==> config.mk <==
export PLATFORM = sky130hd
export DESIGN_NAME = binomial_coefficient
export DESIGN_NICKNAME = d
export VERILOG_FILES = /design/src/rtl/bc_pkg.sv /design/src/rtl/binomial_coefficient.sv /design/src/rtl/bc_dpath.sv /design/src/rtl/bc_ctrl.sv
export SDC_FILE = /design/constraint.sdc
export NUM_CORES = 1
export LEC_CHECK = 0
export ABC_CLOCK_PERIOD_IN_PS = 17000
export BUFFER_PORTS_ARGS = -buffer_cell sky130_fd_sc_hd__buf_2
export CAP_MARGIN = 30
export CORE_UTILIZATION = 60
export DETAILED_ROUTE_END_ITERATION = 8
export HOLD_SLACK_MARGIN = 0.15
export PLACE_DENSITY_LB_ADDON = 0.1
export SLEW_MARGIN = 20
export SYNTH_ARGS = -nofsm -noshare
export SYNTH_HDL_FRONTEND = slang
export SYNTH_SLANG_ARGS = --single-unit
==> constraint.sdc <==
create_clock -name i_clk -period 17 [get_ports i_clk]
set_input_delay 1.7 -clock i_clk [delete_from_list [all_inputs] [get_ports i_clk]]
set_output_delay 1.7 -clock i_clk [all_outputs]
set_load 0.03 [all_outputs]
==> src/rtl/bc_pkg.sv <==
package bc_pkg;

    localparam int N_W    = 6;
    localparam int K_W    = 6;
    localparam int COEF_W = 30;
    localparam int N_MAX  = 32;
    localparam int PROD_W = COEF_W + N_W;
    localparam int CNT_W  = $clog2(PROD_W + 1);

    typedef struct packed {
        logic load;
        logic mul;
        logic div_step;
        logic emit;
    } t_cmd;

    typedef struct packed {
        logic last;
        logic div_last;
    } t_sts;

endpackage

==> src/rtl/binomial_coefficient.sv <==
// A request runs k steps of the recurrence when 0 < k <= n <= N_MAX,
// and none otherwise.
// Each of the k steps runs a multiply, a division in the bit-serial
// divider and a check.
// One request is in work at a time, so a new request is taken only in idle.
// Reset (synchronous, active low) clears the controller and the result valid.
module binomial_coefficient
    import bc_pkg::*;
(
    input  logic              i_clk,
    input  logic              i_rst_n,
    input  logic              i_valid,
    output logic              o_stall,
    input  logic [N_W-1:0]    i_n,
    input  logic [K_W-1:0]    i_k,
    output logic              o_valid,
    input  logic              i_stall,
    output logic [COEF_W-1:0] o_coefficient
);

    t_cmd w_cmd;
    t_sts w_sts;

    bc_ctrl u_ctrl (
        .i_clk   (i_clk),
        .i_rst_n (i_rst_n),
        .i_valid (i_valid),
        .o_stall (o_stall),
        .o_valid (o_valid),
        .i_stall (i_stall),
        .o_cmd   (w_cmd),
        .i_sts   (w_sts)
    );

    bc_dpath u_dpath (
        .i_clk         (i_clk),
        .i_rst_n       (i_rst_n),
        .i_n           (i_n),
        .i_k           (i_k),
        .i_cmd         (w_cmd),
        .o_sts         (w_sts),
        .o_coefficient (o_coefficient)
    );

endmodule

==> src/rtl/bc_dpath.sv <==
module bc_dpath
    import bc_pkg::*;
(
    input  logic              i_clk,
    input  logic              i_rst_n,
    input  logic [N_W-1:0]    i_n,
    input  logic [K_W-1:0]    i_k,
    input  t_cmd              i_cmd,
    output t_sts              o_sts,
    output logic [COEF_W-1:0] o_coefficient
);

    logic [N_W-1:0]    r_n;
    logic [K_W-1:0]    r_k;
    logic [K_W-1:0]    r_i;
    logic              r_special;
    logic [COEF_W-1:0] r_r;
    logic [PROD_W-1:0] r_q;
    logic [N_W-1:0]    r_rem;
    logic [CNT_W-1:0]  r_cnt;
    logic [COEF_W-1:0] r_coef;

    logic [N_W-1:0]    w_factor;
    logic [PROD_W-1:0] w_prod;
    logic [N_W:0]      w_trial;
    logic [N_W:0]      w_divisor;
    logic              w_ge;
    logic [N_W-1:0]    w_diff;
    logic [PROD_W-1:0] w_q_next;

    assign w_factor  = r_n - N_W'(r_i) + N_W'(1);
    assign w_prod    = r_r * w_factor;
    assign w_trial   = {r_rem, r_q[PROD_W-1]};
    assign w_divisor = {1'b0, r_i};
    assign w_ge      = (w_trial >= w_divisor);
    assign w_diff    = w_ge ? N_W'(w_trial - w_divisor) : w_trial[N_W-1:0];
    assign w_q_next  = {r_q[PROD_W-2:0], w_ge};

    assign o_sts.last     = r_special || (r_i > r_k);
    assign o_sts.div_last = (r_cnt == CNT_W'(1));
    assign o_coefficient  = r_coef;

    always_ff @(posedge i_clk) begin
        if (i_cmd.load) begin
            r_n       <= i_n;
            r_k       <= i_k;
            r_i       <= K_W'(1);
            r_special <= (i_n > N_W'(N_MAX)) || (i_k > i_n);
            r_r       <= ((i_n > N_W'(N_MAX)) || (i_k > i_n)) ? '0 : COEF_W'(1);
        end
        if (i_cmd.mul) begin
            r_q   <= w_prod;
            r_rem <= '0;
            r_cnt <= CNT_W'(PROD_W);
        end
        if (i_cmd.div_step) begin
            r_q   <= w_q_next;
            r_rem <= w_diff;
            r_cnt <= r_cnt - CNT_W'(1);
            if (r_cnt == CNT_W'(1)) begin
                r_r <= w_q_next[COEF_W-1:0];
                r_i <= r_i + K_W'(1);
            end
        end
        if (i_cmd.emit) begin
            r_coef <= r_r;
        end
    end

`ifndef SYNTH
    a_rem_below_divisor: assert property (@(posedge i_clk) disable iff (!i_rst_n)
        i_cmd.div_step |-> (r_rem < N_W'(r_i)))
        else $error("remainder not below divisor");

    a_index_advance: assert property (@(posedge i_clk) disable iff (!i_rst_n)
        (i_cmd.div_step && (r_cnt == CNT_W'(1))) |=> (r_i == K_W'($past(r_i) + K_W'(1))))
        else $error("index did not advance after a division");
`endif

endmodule

==> src/rtl/bc_ctrl.sv <==
module bc_ctrl
    import bc_pkg::*;
(
    input  logic i_clk,
    input  logic i_rst_n,
    input  logic i_valid,
    output logic o_stall,
    output logic o_valid,
    input  logic i_stall,
    output t_cmd o_cmd,
    input  t_sts i_sts
);

    typedef enum logic [2:0] {
        S_IDLE,
        S_CHECK,
        S_MUL,
        S_DIV,
        S_DONE
    } t_state;

    t_state r_state;
    logic   r_out_valid;

    assign o_stall        = (r_state != S_IDLE);
    assign o_valid        = r_out_valid;
    assign o_cmd.load     = i_valid && (r_state == S_IDLE);
    assign o_cmd.mul      = (r_state == S_MUL);
    assign o_cmd.div_step = (r_state == S_DIV);
    assign o_cmd.emit     = (r_state == S_DONE) && (!r_out_valid || !i_stall);

    always_ff @(posedge i_clk) begin
        if (!i_rst_n) begin
            r_state     <= S_IDLE;
            r_out_valid <= 1'b0;
        end else begin
            if (o_cmd.emit) begin
                r_out_valid <= 1'b1;
            end else if (!i_stall) begin
                r_out_valid <= 1'b0;
            end
            case (r_state)
                S_IDLE: begin
                    if (i_valid) begin
                        r_state <= S_CHECK;
                    end
                end
                S_CHECK: begin
                    r_state <= i_sts.last ? S_DONE : S_MUL;
                end
                S_MUL: begin
                    r_state <= S_DIV;
                end
                S_DIV: begin
                    if (i_sts.div_last) begin
                        r_state <= S_CHECK;
                    end
                end
                S_DONE: begin
                    if (!r_out_valid || !i_stall) begin
                        r_state <= S_IDLE;
                    end
                end
                default: begin
                    r_state <= S_IDLE;
                end
            endcase
        end
    end

`ifndef SYNTH
    a_accept_to_check: assert property (@(posedge i_clk) disable iff (!i_rst_n)
        (i_valid && !o_stall) |=> (r_state == S_CHECK))
        else $error("accepted request did not start");

    a_result_held: assert property (@(posedge i_clk) disable iff (!i_rst_n)
        (r_out_valid && i_stall) |=> r_out_valid)
        else $error("stalled result dropped");

    a_div_finish: assert property (@(posedge i_clk) disable iff (!i_rst_n)
        ((r_state == S_DIV) && i_sts.div_last) |=> (r_state == S_CHECK))
        else $error("division did not return to check");
`endif

endmodule

---- After elaboration in Yosys (flattened, before gate mapping) ----
Index checks and enable logic that the tools add are counted.
cells by class
  multiplexer cells ....................... 21
  multipliers ............................. 1
  equality and inequality tests ........... 9
  reductions and logical operators ........ 11
  add/sub/neg operators ................... 5
  order comparisons ....................... 4
operators with widths
  operator                                                             number
  30-bit 2-to-1 mux                                                    3
  36-bit 2-to-1 mux                                                    2
  6-bit 2-to-1 mux                                                     8
  30-bit by 6-bit multiplier with 36-bit output                        1
  3-bit one-hot mux with 5 select lines                                1
  6-bit by 1-bit adder with 6-bit output (second input constant)       2
  6-bit greater-than comparator                                        2
  3-bit 2-to-1 mux                                                     4
  6-bit subtractor                                                     2
  7-bit by 6-bit >= comparator with 1-bit output                       1
  3-bit by 2-bit == test with 1-bit output (second input constant)     2
  6-bit by 1-bit == test with 1-bit output (second input constant)     1
  6-bit greater-than comparator (second input constant)                1
  2-bit != test (second input constant)                                3
  6-bit by 1-bit subtractor with 6-bit output (second input constant)  1
  3-bit by 1-bit == test with 1-bit output (second input constant)     1
  3-bit == test (second input constant)                                1
  3-bit zero test                                                      1
  1-bit logical OR                                                     3
  1-bit 2-to-1 mux                                                     3
  3-bit AND reduction                                                  1
  3-bit nonzero test                                                   1
  1-bit logical AND                                                    2
  1-bit zero test                                                      2
  other kinds (2)                                                      2
word-level totals
  register bits after elaboration ......... 131
  word-level logic and storage cells ...... 62

---- Logic depth before layout (Yosys ltp) ----
Gate-level depths: netlist of run 1.
  depth in word-level cells ............... 6
  mapped depth ............................ 24

---- Hierarchy ----
Synthesis of run 1 repeated with hierarchy kept, for this count alone.
unflattened totals
  cells, all modules ...................... 1,178
  area total of the unflattened synthesis .. 11,131.9 µm²
by module, submodules not included
  module    area each (µm²)  instances  cells each
  bc_dpath  10,924.2         1          1,153
  bc_ctrl   207.7            1          25

---- Worst setup path after synthesis of run 1 ----
No wires, ideal clock.
  kind .................................... reg-to-reg
  from .................................... register u_dpath.r_i[0]
  to ...................................... register u_dpath.r_q[35] (data pin)
  setup time .............................. 0.270 ns
  required time ........................... 16.730 ns
  buffers on the path ..................... 2
  stages on the path, launching flop included .. 24
  path slack .............................. 11.362 ns
  data arrival time ....................... 5.368 ns
  path through ............................ dfxtp_1 -> inv_1 -> ha_1 -> ha_1 -> fa_1 -> a21o_1 -> a21oi_1 -> xnor2_1 -> clkbuf_1 -> and2_1 -> fa_1 -> inv_1 -> fa_1 -> fa_1 -> inv_1 -> ha_1 -> buf_2 -> a21oi_1 -> nand2_1 -> nor3b_1 -> a21oi_1 -> a31oi_1 -> mux2i_1 -> o211ai_1
between the ends
  word-level cells in the longest chain between the ends .. 5
RTL lines
  element                                        RTL line        RTL
  start, declared                                bc_dpath.sv:15  logic [K_W-1:0] r_i;
  start signal, assigned                         bc_dpath.sv:62  r_i <= r_i + K_W'(1);
  6-bit subtractor                               bc_dpath.sv:31  assign w_factor = r_n - N_W'(r_i) + N_W'(1);
  6-bit by 1-bit adder with 6-bit output         bc_dpath.sv:31
  30-bit by 6-bit multiplier with 36-bit output  bc_dpath.sv:32  assign w_prod = r_r * w_factor;
  36-bit 2-to-1 mux                              bc_dpath.sv:51  if (i_cmd.mul) begin
  36-bit 2-to-1 mux                              bc_dpath.sv:56  if (i_cmd.div_step) begin
  end signal, assigned                           bc_dpath.sv:52  r_q <= w_prod;
  end signal, assigned                           bc_dpath.sv:57  r_q <= w_q_next;
  end, declared                                  bc_dpath.sv:18  logic [PROD_W-1:0] r_q;
Every way passes these cells. The select of a mux whose other input is x is not followed.
A chain may end at the register's enable or synchronous reset.

---- Final worst setup path of run 1 ----
Same ends and word-level chain as after synthesis.

==> out/qor.yml, run 1 <==
wl_per_cell_um: 17.0
critPathKind: "reg2reg"
gp_congestion: 0.901
slowest_stage: "fa_1"
setup_viol: 0
pwr-share-seq_pct: 44.2
synth_top_family_by_area: "adder cells"
ys.warnings.count: 0
swShare_pct: 26.0
finish.net_count: 1451
fmax_mhz: 157
worstPathRequired_ns: 17.15
r2r_setup_slack_ns: 10.64
fp.coreArea_sq_mm: 0.0182
fp-row-count: 49
area_growth_syn_to_layout_pct: 9.40
synth_area_leaders: "edfxtp_1 24%, fa_1 20%, ha_1 8.2%"
fin_setup_tns_ns: 0
wirelength_mm: 25.2
clock-sinks: 131
ctsResizeCount: 0
track_usage_pct: 28.0
synth_ff_type: "edfxtp_1"
rsz0062_at_grt: "false"
crit_end: "u_dpath.r_q[35]"
cp-end-kind: "flop"
p_int_mw: 0.596
async_flop_share_pct: 0
synth_nets: 1421
synth_compound_area_share_pct: 11.3
worst_pin_slew_ns: 0.910
max_stage_delay_ns: 0.54
clockBufferDepth: 2
ios: 48
layout-drive-gt1-share_pct: 8.66
ant_nets: 0
startpoint: "u_dpath.r_i[0]"
clk_pin_slew_worst_paths_ns: 0.06
worst-path-buf-inv: 4
antenna_found_initial: 0
slew_headroom_pct: 39.4
cts_setup_buffers: 0
syn_area_per_cell_sq_um: 9.26
path_cells: "inv_1 > ha_1 > ha_2 > fa_1 > a21o_1 > a21oi_1 > xnor2_2 > buf_4 > and2_1 > fa_1 > inv_1 > fa_1 > fa_1 > inv_1 > ha_1 > a21oi_1 > nand2_1 > nor3b_1 > a21oi_1 > a31oi_1 > mux2i_1 > o211ai_1"
crit_arrival_ns: 6.51
synth_edf_count: 91
start_kind: "flop"
synthSimpleGateAreaFrac_pct: 18.4
p_switching_mw: 0.210
initialDrtViolationCount: 544
regToRegEndpoint: "u_dpath.r_q[35]"
cts-root-buf: "clkbuf_16"
antennaDiodeCount: 0
grt_max_degree: 51
synth-xor-area-share_pct: 2.72
ys_types: 64
fin_crit_ns: 6.36
die_w_um: 139
die_h_um: 139
dp_cells: 1456
vias: 8536
fin_cells: 1488
drv_slew: 0
combPwrFrac_pct: 10.1
drt-pass1-iter-count: 7
ys_ff_latch: 131
grt_pass1_vias: 8694
cts_max_level: 4
p_leak_nw: 4.92
fin_skew_ns: 0.00850
p_clk_share_pct: 45.7
hpwl_mm: 18.5
cp_num_cells: 22
yosys.area_share.adder_pct: 28.7
run_status: "completed"
grt_first_pass_wirelength_mm: 42.8
peakVddDrop_mv: 0.0704
nFillCells: 1469
die_area_sq_mm: 0.0193
finalHoldViolCount: 0
drc_errors: 0
avgViaCountPerCell: 5.74
clkLatencyLatePin_ns: 0.42
cts_tree: "yes"
critPathMostFrequentCell: "fa_1"
cap_violations: 0
cp_max_fo: 29
worstHoldPathType: "reg2reg"
period_share_pct: 37.4
portBuffers: 47
r2r-start: "u_dpath.r_i[0]"
synth_top_area_share_pct: 24.3
postCtsHoldBufs: 0
numCtsBuffers: 17
reg2reg_depth: 22
overflow: 0
synth-seq-area-share_pct: 31.4
yosys.area.top_type: "edfxtp_1"
synthMuxAreaShare_pct: 0.800
start_util_pct: 61.9
syn_inst: 1216
syn-cell-area_sq_mm: 0.0113
powerDensity_mw_per_mm2: 65.4
path_delay_family: "adder cells"
## synthesized netlist by cell type (all sizes together), types with 7 or more instances
cell	number
xnor2	21
xor2	14
fa	115
nor3	14
inv	152
nand3	10
a21o	15
buf	12
edfxtp	91
mux2i	9
dfxtp	40
o21ai	75
and3	7
a21oi	74
nand4	11
and2	98
nor2	57
clkbuf	34
ha	74
nand2	225
## placed cells by master, fill, tap and decap left out, drive strengths merged, types with 4 or more instances in the layout
master,count
nor3b,6
nor3,14
nand4,11
and3,7
inv,152
xor2,14
nor2,57
xnor2,21
a21o,15
a211oi,6
edfxtp,91
a21boi,4
fa,115
a21oi,74
o21a,5
o21ai,75
clkinv,7
mux2i,9
nand3,10
o31ai,4
clkbuf,20
o211ai,4
buf,57
ha,74
and2,98
dfxtp,40
nand2,225
## power by group through the flow
stage	logic [mW]	registers [mW]	clock network (mW)
floorplan	0.0458	0.365	0
global placement	0.0795	0.363	0
detailed placement	0.0818	0.363	0
CTS	0.0822	0.356	0.372
global route	0.0895	0.357	0.384
finish	0.0811	0.356	0.369
## worst min-delay path by stage
stage,start,slack (ns),cells past startpoint,to
2_1_floorplan,u_dpath.r_q[9],0.44,2,u_dpath.r_r[10]
3_3_place_gp,u_dpath.r_q[5],0.45,2,u_dpath.r_r[6]
3_5_place_dp,u_dpath.r_q[3],0.46,2,u_dpath.r_r[4]
4_1_cts,u_dpath.r_q[3],0.48,2,u_dpath.r_r[4]
5_1_grt,u_dpath.r_q[16],0.51,2,u_dpath.r_r[17]
6_report,u_dpath.r_q[16],0.48,2,u_dpath.r_r[17]
## cell families after synthesis
family,count (synthesis)
buffers and inverters,198
AOI/OAI and AO/OA,210
muxes,9
and+or+nand+nor,444
xor gates and xnor gates,35
DFF,131
adders and majority gates,189
## sequential cells by signal, indices dropped and copies added, names as in the netlist
| register | cells |
|---|---|
| u_dpath.r_q | 36 |
| u_dpath.o_coefficient | 30 |
| u_dpath.r_r | 30 |
| u_dpath.r_cnt | 6 |
| u_dpath.r_i | 6 |
| u_dpath.r_k | 6 |
| u_dpath.r_n | 6 |
| u_dpath.r_rem | 6 |
| u_ctrl.r_state | 3 |
| u_ctrl.o_valid | 1 |
| u_dpath.r_special | 1 |
## metrics by stage
stage	instance area (sq um)	util [%]	worst slack [ns]	hold WS [ns]	total power, mW
3_3_place_gp	11700	64.4	10.85	0.451	0.442
3_5_place_dp	11700	64.4	10.68	0.463	0.444
2_1_floorplan	11300	-	11.36	0.443	0.410
6_report	12300	67.7	10.64	0.475	0.806
5_1_grt	12300	67.7	10.33	0.512	0.830
4_1_cts	12300	67.7	10.66	0.478	0.810
## worst register-to-register path, delay by kind of cell (launching register included)
kind / cells / cell delay (ns)
buffers and inverters: 4 / 0.47
AOI/OAI and AO/OA: 6 / 1.37
DFF: 1 / 0.43
adders and majority gates: 7 / 2.88
muxes: 1 / 0.21
xor gates and xnor gates: 1 / 0.13
and+or+nand+nor: 3 / 0.61
## area by class of cell
| cell class | instances | area (sq um) | area share (%) |
|---|---|---|---|
| well taps | 229 | 287 | 2.33 |
| multi-input cells | 887 | 7030 | 57.1 |
| clock buffers | 20 | 457 | 3.71 |
| flip-flops and latches | 131 | 3530 | 28.7 |
| repair buffers | 57 | 310 | 2.52 |
| inverters | 152 | 571 | 4.63 |
| clock inverters | 12 | 133 | 1.08 |
## layer usage
layer / GRT usage (%) / wire, um
met1: 37.8 / 11200
met2: 47.6 / 12500
met3: 3.52 / 1070
met4: 8.60 / 464
met5: 0 / 0
Note: power is estimated with default switching activity, not from simulation.
==> run 2: changes to the inputs <==
ABC_CLOCK_PERIOD_IN_PS = 5150   (was 17000)
CORE_UTILIZATION = 58   (was 60)
clock period = 5.15 ns   (was 17 ns; I/O delays follow)
==> run 2 against run 1 <==
Effect of this change:
- the flow now finishes with violations (setup timing)
- setup slack worse by 11 ns
- utilization up 6.1 points
- non-clock buffer count up 132
- combinational power rose to 4.1 times the previous value
- routed wire length up 14%
- via count up 6.7%
- register-to-register slack worse by 11 ns
- critical path depth up 1
- critical endpoint is now u_dpath.r_q[22]
- largest cell class unchanged
- largest power group unchanged
==> out/qor.yml, run 2 (same netlist as run 1, synthesis figures left out) <==
overflow: 0
grt_max_degree: 51
clockBufferDepth: 2
period_share_pct: 109
p_clk_share_pct: 44.3
finalHoldViolCount: 0
grt_pass1_vias: 9456
wl_per_cell_um: 17.5
layout_common_cells: "221 x nand2_1, 144 x inv_1, 129 x buf_4"
fin_ws_ns: -0.460
pwr-share-seq_pct: 43.3
clk_pin_slew_worst_paths_ns: 0.07
start_util_pct: 59.6
grt_first_pass_wirelength_mm: 47.8
drt-pass1-iter-count: 5
peakVddDrop_mv: 0.245
final_common_cell: "nand2_1"
regMostFlops: "u_dpath.r_q"
ant_nets: 0
r2r_setup_slack_ns: -0.46
swShare_pct: 27.5
area_growth_syn_to_layout_pct: 23.7
wl_met1_mm: 12.9
cts_max_level: 4
worstPathRequired_ns: 5.32
worstHoldPathType: "in2reg"
crit_end: "u_dpath.r_q[22]"
powerDensity_mw_per_mm2: 195
path_cells: "inv_2 > ha_4 > inv_2 > ha_4 > fa_2 > a21o_1 > a21oi_4 > xnor2_4 > and2_1 > fa_1 > inv_1 > fa_1 > fa_1 > inv_1 > ha_4 > buf_4 > nand4_1 > a21oi_4 > o211ai_4 > buf_4 > a211oi_2 > mux2i_1 > nor2_1"
cp-end-kind: "flop"
numCtsBuffers: 17
nFillCells: 1411
avgViaCountPerCell: 5.52
drv_slew: 0
postCtsHoldBufs: 0
setup_viol: 25
initialDrtViolationCount: 638
fp.coreArea_sq_mm: 0.0189
start_kind: "flop"
topRoutingLayerUsed: "met4"
violations: "setup timing"
p_leak_nw: 5.64
die_h_um: 141
reg2reg_depth: 23
p_int_mw: 1.97
hpwl_mm: 21.0
track_usage_pct: 31.2
die_area_sq_mm: 0.0200
slew_headroom_pct: 38.8
largest_register_ffs: 36
dp_cells: 1610
drc_errors: 0
max_stage_delay_ns: 0.55
slowest_stage: "fa_1"
wl_met3_mm: 1.45
crit_arrival_ns: 5.78
regToRegEndpoint: "u_dpath.r_q[22]"
met2WireLength_mm: 13.8
finish.net_count: 1583
fp-row-count: 50
wirelength_mm: 28.8
gp_congestion: 0.931
critPathKind: "reg2reg"
ios: 48
portBuffers: 47
cts-root-buf: "clkbuf_16"
fin_setup_tns_ns: -7.79
combPwrFrac_pct: 12.3
vias: 9107
fmax_mhz: 178
clkLatencyLatePin_ns: 0.43
fin_crit_ns: 5.61
die_w_um: 141
fin_cells: 1651
run_status: "finished, violations left"
startpoint: "u_dpath.r_n[1]"
p_switching_mw: 0.748
layout-drive-gt1-share_pct: 22.7
worst_pin_slew_ns: 0.915
antennaDiodeCount: 0
cap_violations: 0
fin_skew_ns: 0.00849
rsz0062_at_grt: "true"
r2r-start: "u_dpath.r_n[1]"
cts_tree: "yes"
antenna_found_initial: 0
cp_max_fo: 11
clock-sinks: 131
[run 2: layout make-up]
type	count	area [sq um]	area share, %
inverter	152	571	4.09
timing repair buffer	189	1410	10.1
multi-input combinational	887	7530	54.0
tap	260	325	2.33
sequential	131	3540	25.4
clock inverter	12	121	0.871
clock buffer	20	447	3.20
[run 2: per-layer routing]
| metal | vias to the layer above | global-route usage (%) |
|---|---|---|
| li1 | 4326 | - |
| met5 | - | 0 |
| met4 | 0 | 10.7 |
| met1 | 4436 | 41.1 |
| met2 | 291 | 52.6 |
| met3 | 54 | 4.89 |
[run 2: worst min path at each step]
stage                            to  slack (ns)  cells after the start            start
finish               u_dpath.r_k[2]        0.28                      1           i_k[2]
global route         u_dpath.r_k[1]        0.27                      1           i_k[1]
CTS                  u_dpath.r_k[0]        0.27                      1           i_k[0]
detailed placement  u_dpath.r_r[18]        0.46                      2  u_dpath.r_q[17]
global placement     u_dpath.r_r[2]        0.45                      2   u_dpath.r_q[1]
floorplan           u_dpath.r_r[10]        0.44                      2   u_dpath.r_q[9]
[run 2: power by group through the flow]
stage	combinational (mW)	sequential, mW	clock [mW]
floorplan	0.160	1.20	0
global placement	0.300	1.20	0
detailed placement	0.306	1.20	0
CTS	0.330	1.18	1.21
global route	0.363	1.18	1.25
finish	0.335	1.18	1.20
[run 2: timing repair]
item	CTS	global route
gates resized for setup	47	20
setup endpoints to repair	25	27
pin swaps	1	3
endpoints found under the hold margin	0	0
setup buffers	4	4
[run 2: critical path: cells and delay by family, from the launching register on]
kind	cells	cell delay (ns)
flip-flops	1	0.34
multiplexers	1	0.20
AND/OR/NAND/NOR	3	0.51
adder cells (fa/ha/maj)	7	2.60
AO/OA/AOI/OAI	5	0.99
XOR/XNOR	1	0.16
buffers and inverters	6	0.55
[run 2: per-stage QoR]
step | power, mW | hold WS (ns) | instance area, sq um | worst slack (ns) | utilization [%]
global route | 2.79 | 0.270 | 13900 | -0.692 | 73.8
detailed placement | 1.50 | 0.456 | 13000 | -0.609 | 68.6
finish | 2.72 | 0.279 | 13900 | -0.460 | 73.8
floorplan | 1.36 | 0.443 | 11500 | -0.0286 | -
CTS | 2.72 | 0.272 | 13800 | -0.429 | 73.0
global placement | 1.50 | 0.453 | 13000 | -0.590 | 68.6
==> run 3: changes to the inputs <==
ABC_CLOCK_PERIOD_IN_PS = 6100   (was 5150)
CORE_UTILIZATION = 60   (was 58)
SETUP_SLACK_MARGIN = 0.4   (was not set)
clock period = 6.1 ns   (was 5.15 ns; I/O delays follow)
==> run 3 against run 2 <==
Effect of this change:
- the flow now finishes without violations
- clock power decreased by 9%
- largest cell class unchanged
- register-to-register slack improved by 0.89 ns
- first-iteration DRC count decreased by 18%
- sequential power decreased by 16%
- non-clock buffer count decreased by 95
- via count decreased by 4.3%
- setup slack improved by 0.89 ns
- sequential cell count unchanged
- critical path depth decreased by 1
- final area decreased by 6.8%
- routed wire length decreased by 8.9%
- largest power group unchanged
- total power decreased by 15%
==> out/qor.yml, run 3 (same netlist as run 1, synthesis figures left out) <==
vias: 8717
clockBufferDepth: 2
regMostFlops: "u_dpath.r_q"
cp_max_fo: 30
rsz0062_at_grt: "true"
start_util_pct: 61.9
path_cells: "inv_1 > ha_1 > ha_1 > fa_2 > a21o_1 > a21oi_2 > xnor2_2 > buf_12 > and2_1 > fa_1 > inv_1 > fa_1 > fa_1 > inv_1 > ha_4 > o21a_1 > o2111ai_2 > a21o_1 > a21oi_2 > a31oi_2 > mux2i_1 > o211ai_1"
run_status: "completed"
finalPower_mw: 2.32
gp_congestion: 0.909
slew_headroom_pct: 49.5
startpoint: "u_dpath.r_i[0]"
max_stage_delay_ns: 0.55
finish.net_count: 1488
r2r-start: "u_dpath.r_i[0]"
wl_per_cell_um: 17.2
cts-root-buf: "clkbuf_16"
topRoutingLayerUsed: "met4"
fin_setup_tns_ns: 0
die_h_um: 139
worstPathRequired_ns: 6.25
cts_tree: "yes"
slowest_stage: "fa_1"
utilization_pct: 71.3
period_share_pct: 93.0
worstHoldPathType: "in2reg"
track_usage_pct: 28.8
final_common_cell: "nand2_1"
area_growth_syn_to_layout_pct: 15.3
start_kind: "flop"
p_leak_nw: 5.13
finalHoldViolCount: 0
wl_met3_mm: 1.33
critPathKind: "reg2reg"
drc_errors: 0
peakVddDrop_mv: 0.179
numCtsBuffers: 17
clk_pin_slew_worst_paths_ns: 0.06
met2WireLength_mm: 13.0
fmax_mhz: 176
ant_nets: 0
grt_pass1_vias: 8810
fin_crit_ns: 5.67
largest_register_ffs: 36
die_w_um: 139
drt-pass1-iter-count: 7
antenna_found_initial: 0
wl_met1_mm: 11.3
placed_area_sq_mm: 0.0120
portBuffers: 47
clkLatencyLatePin_ns: 0.43
drv_slew: 0
overflow: 0
cap_violations: 0
ios: 48
fin_cells: 1525
powerDensity_mw_per_mm2: 179
cp-end-kind: "flop"
worst_pin_slew_ns: 0.757
cts_max_level: 4
fp.coreArea_sq_mm: 0.0182
fin_skew_ns: 0.00975
grt_max_degree: 51
avgViaCountPerCell: 5.72
hp-start: "i_k[2]"
layout-drive-gt1-share_pct: 15.1
layout_common_cells: "222 x nand2_1, 152 x inv_1, 114 x fa_1"
crit_arrival_ns: 5.83
fp-row-count: 49
postCtsHoldBufs: 0
antennaDiodeCount: 0
initialDrtViolationCount: 521
grt_first_pass_wirelength_mm: 44.0
clock-sinks: 131
wirelength_mm: 26.2
setup_viol: 0
die_area_sq_mm: 0.0193
fin_area_sq_mm: 0.0130
hpwl_mm: 18.5
dp_cells: 1488
-- run 3: final timing paths --
| check | end | slack (ns) | cells after the start |
|---|---|---|---|
| setup / recovery | u_dpath.r_q[35] | 0.43 | 22 |
| hold / removal | u_dpath.r_k[2] | 0.38 | 1 |
| setup reg to reg | u_dpath.r_q[35] | 0.43 | 22 |
| hold reg to reg | u_dpath.r_r[5] | 0.48 | 2 |
-- run 3: cell type report --
type / count / area (sq um)
Multi-Input combinational cell: 887 / 7370
Fill cell: 1412 / 5220
Sequential cell: 131 / 3530
Timing Repair Buffer: 94 / 621
Inverter: 152 / 571
Clock buffer: 20 / 457
Tap cell: 229 / 287
Clock inverter: 12 / 153
-- run 3: metrics by stage --
step	hold WS (ns)	setup slack, ns
3_3_place_gp	0.457	0.0999
2_1_floorplan	0.443	0.462
6_report	0.378	0.425
4_1_cts	0.367	0.409
3_5_place_dp	0.460	0.0614
5_1_grt	0.367	0.240
-- run 3: repair_timing --
item | 4_1_cts | 5_1_grt
pin swaps | 10 | 18
endpoints found under the setup margin | 24 | 21
setup buffers | 2 | 3
gates resized for setup | 33 | 35
-- run 3: worst max-delay path, delay by kind of cell, from the launching register on --
family	cells	cell delay (ns)
flops	1	0.37
simple gates	1	0.19
xor+xnor	1	0.10
compound gates	8	1.48
buf+inv	4	0.38
fa+ha+maj	7	2.66
mux	1	0.20
-- run 3: report_power, final --
group          internal, mW  switching (mW)  leakage (nW)
Combinational        0.0749           0.167          3.67
Sequential            0.978          0.0141          1.17
Clock                 0.665           0.421         0.293
Total                  1.72           0.602          5.13
-- run 3: layer usage --
metal  vias to the layer above  global-route usage [%]
met5                         -                       0
met4                         0                    9.01
met2                       267                    48.8
met1                      4280                    38.0
li1                       4129                       -
met3                        41                    4.63
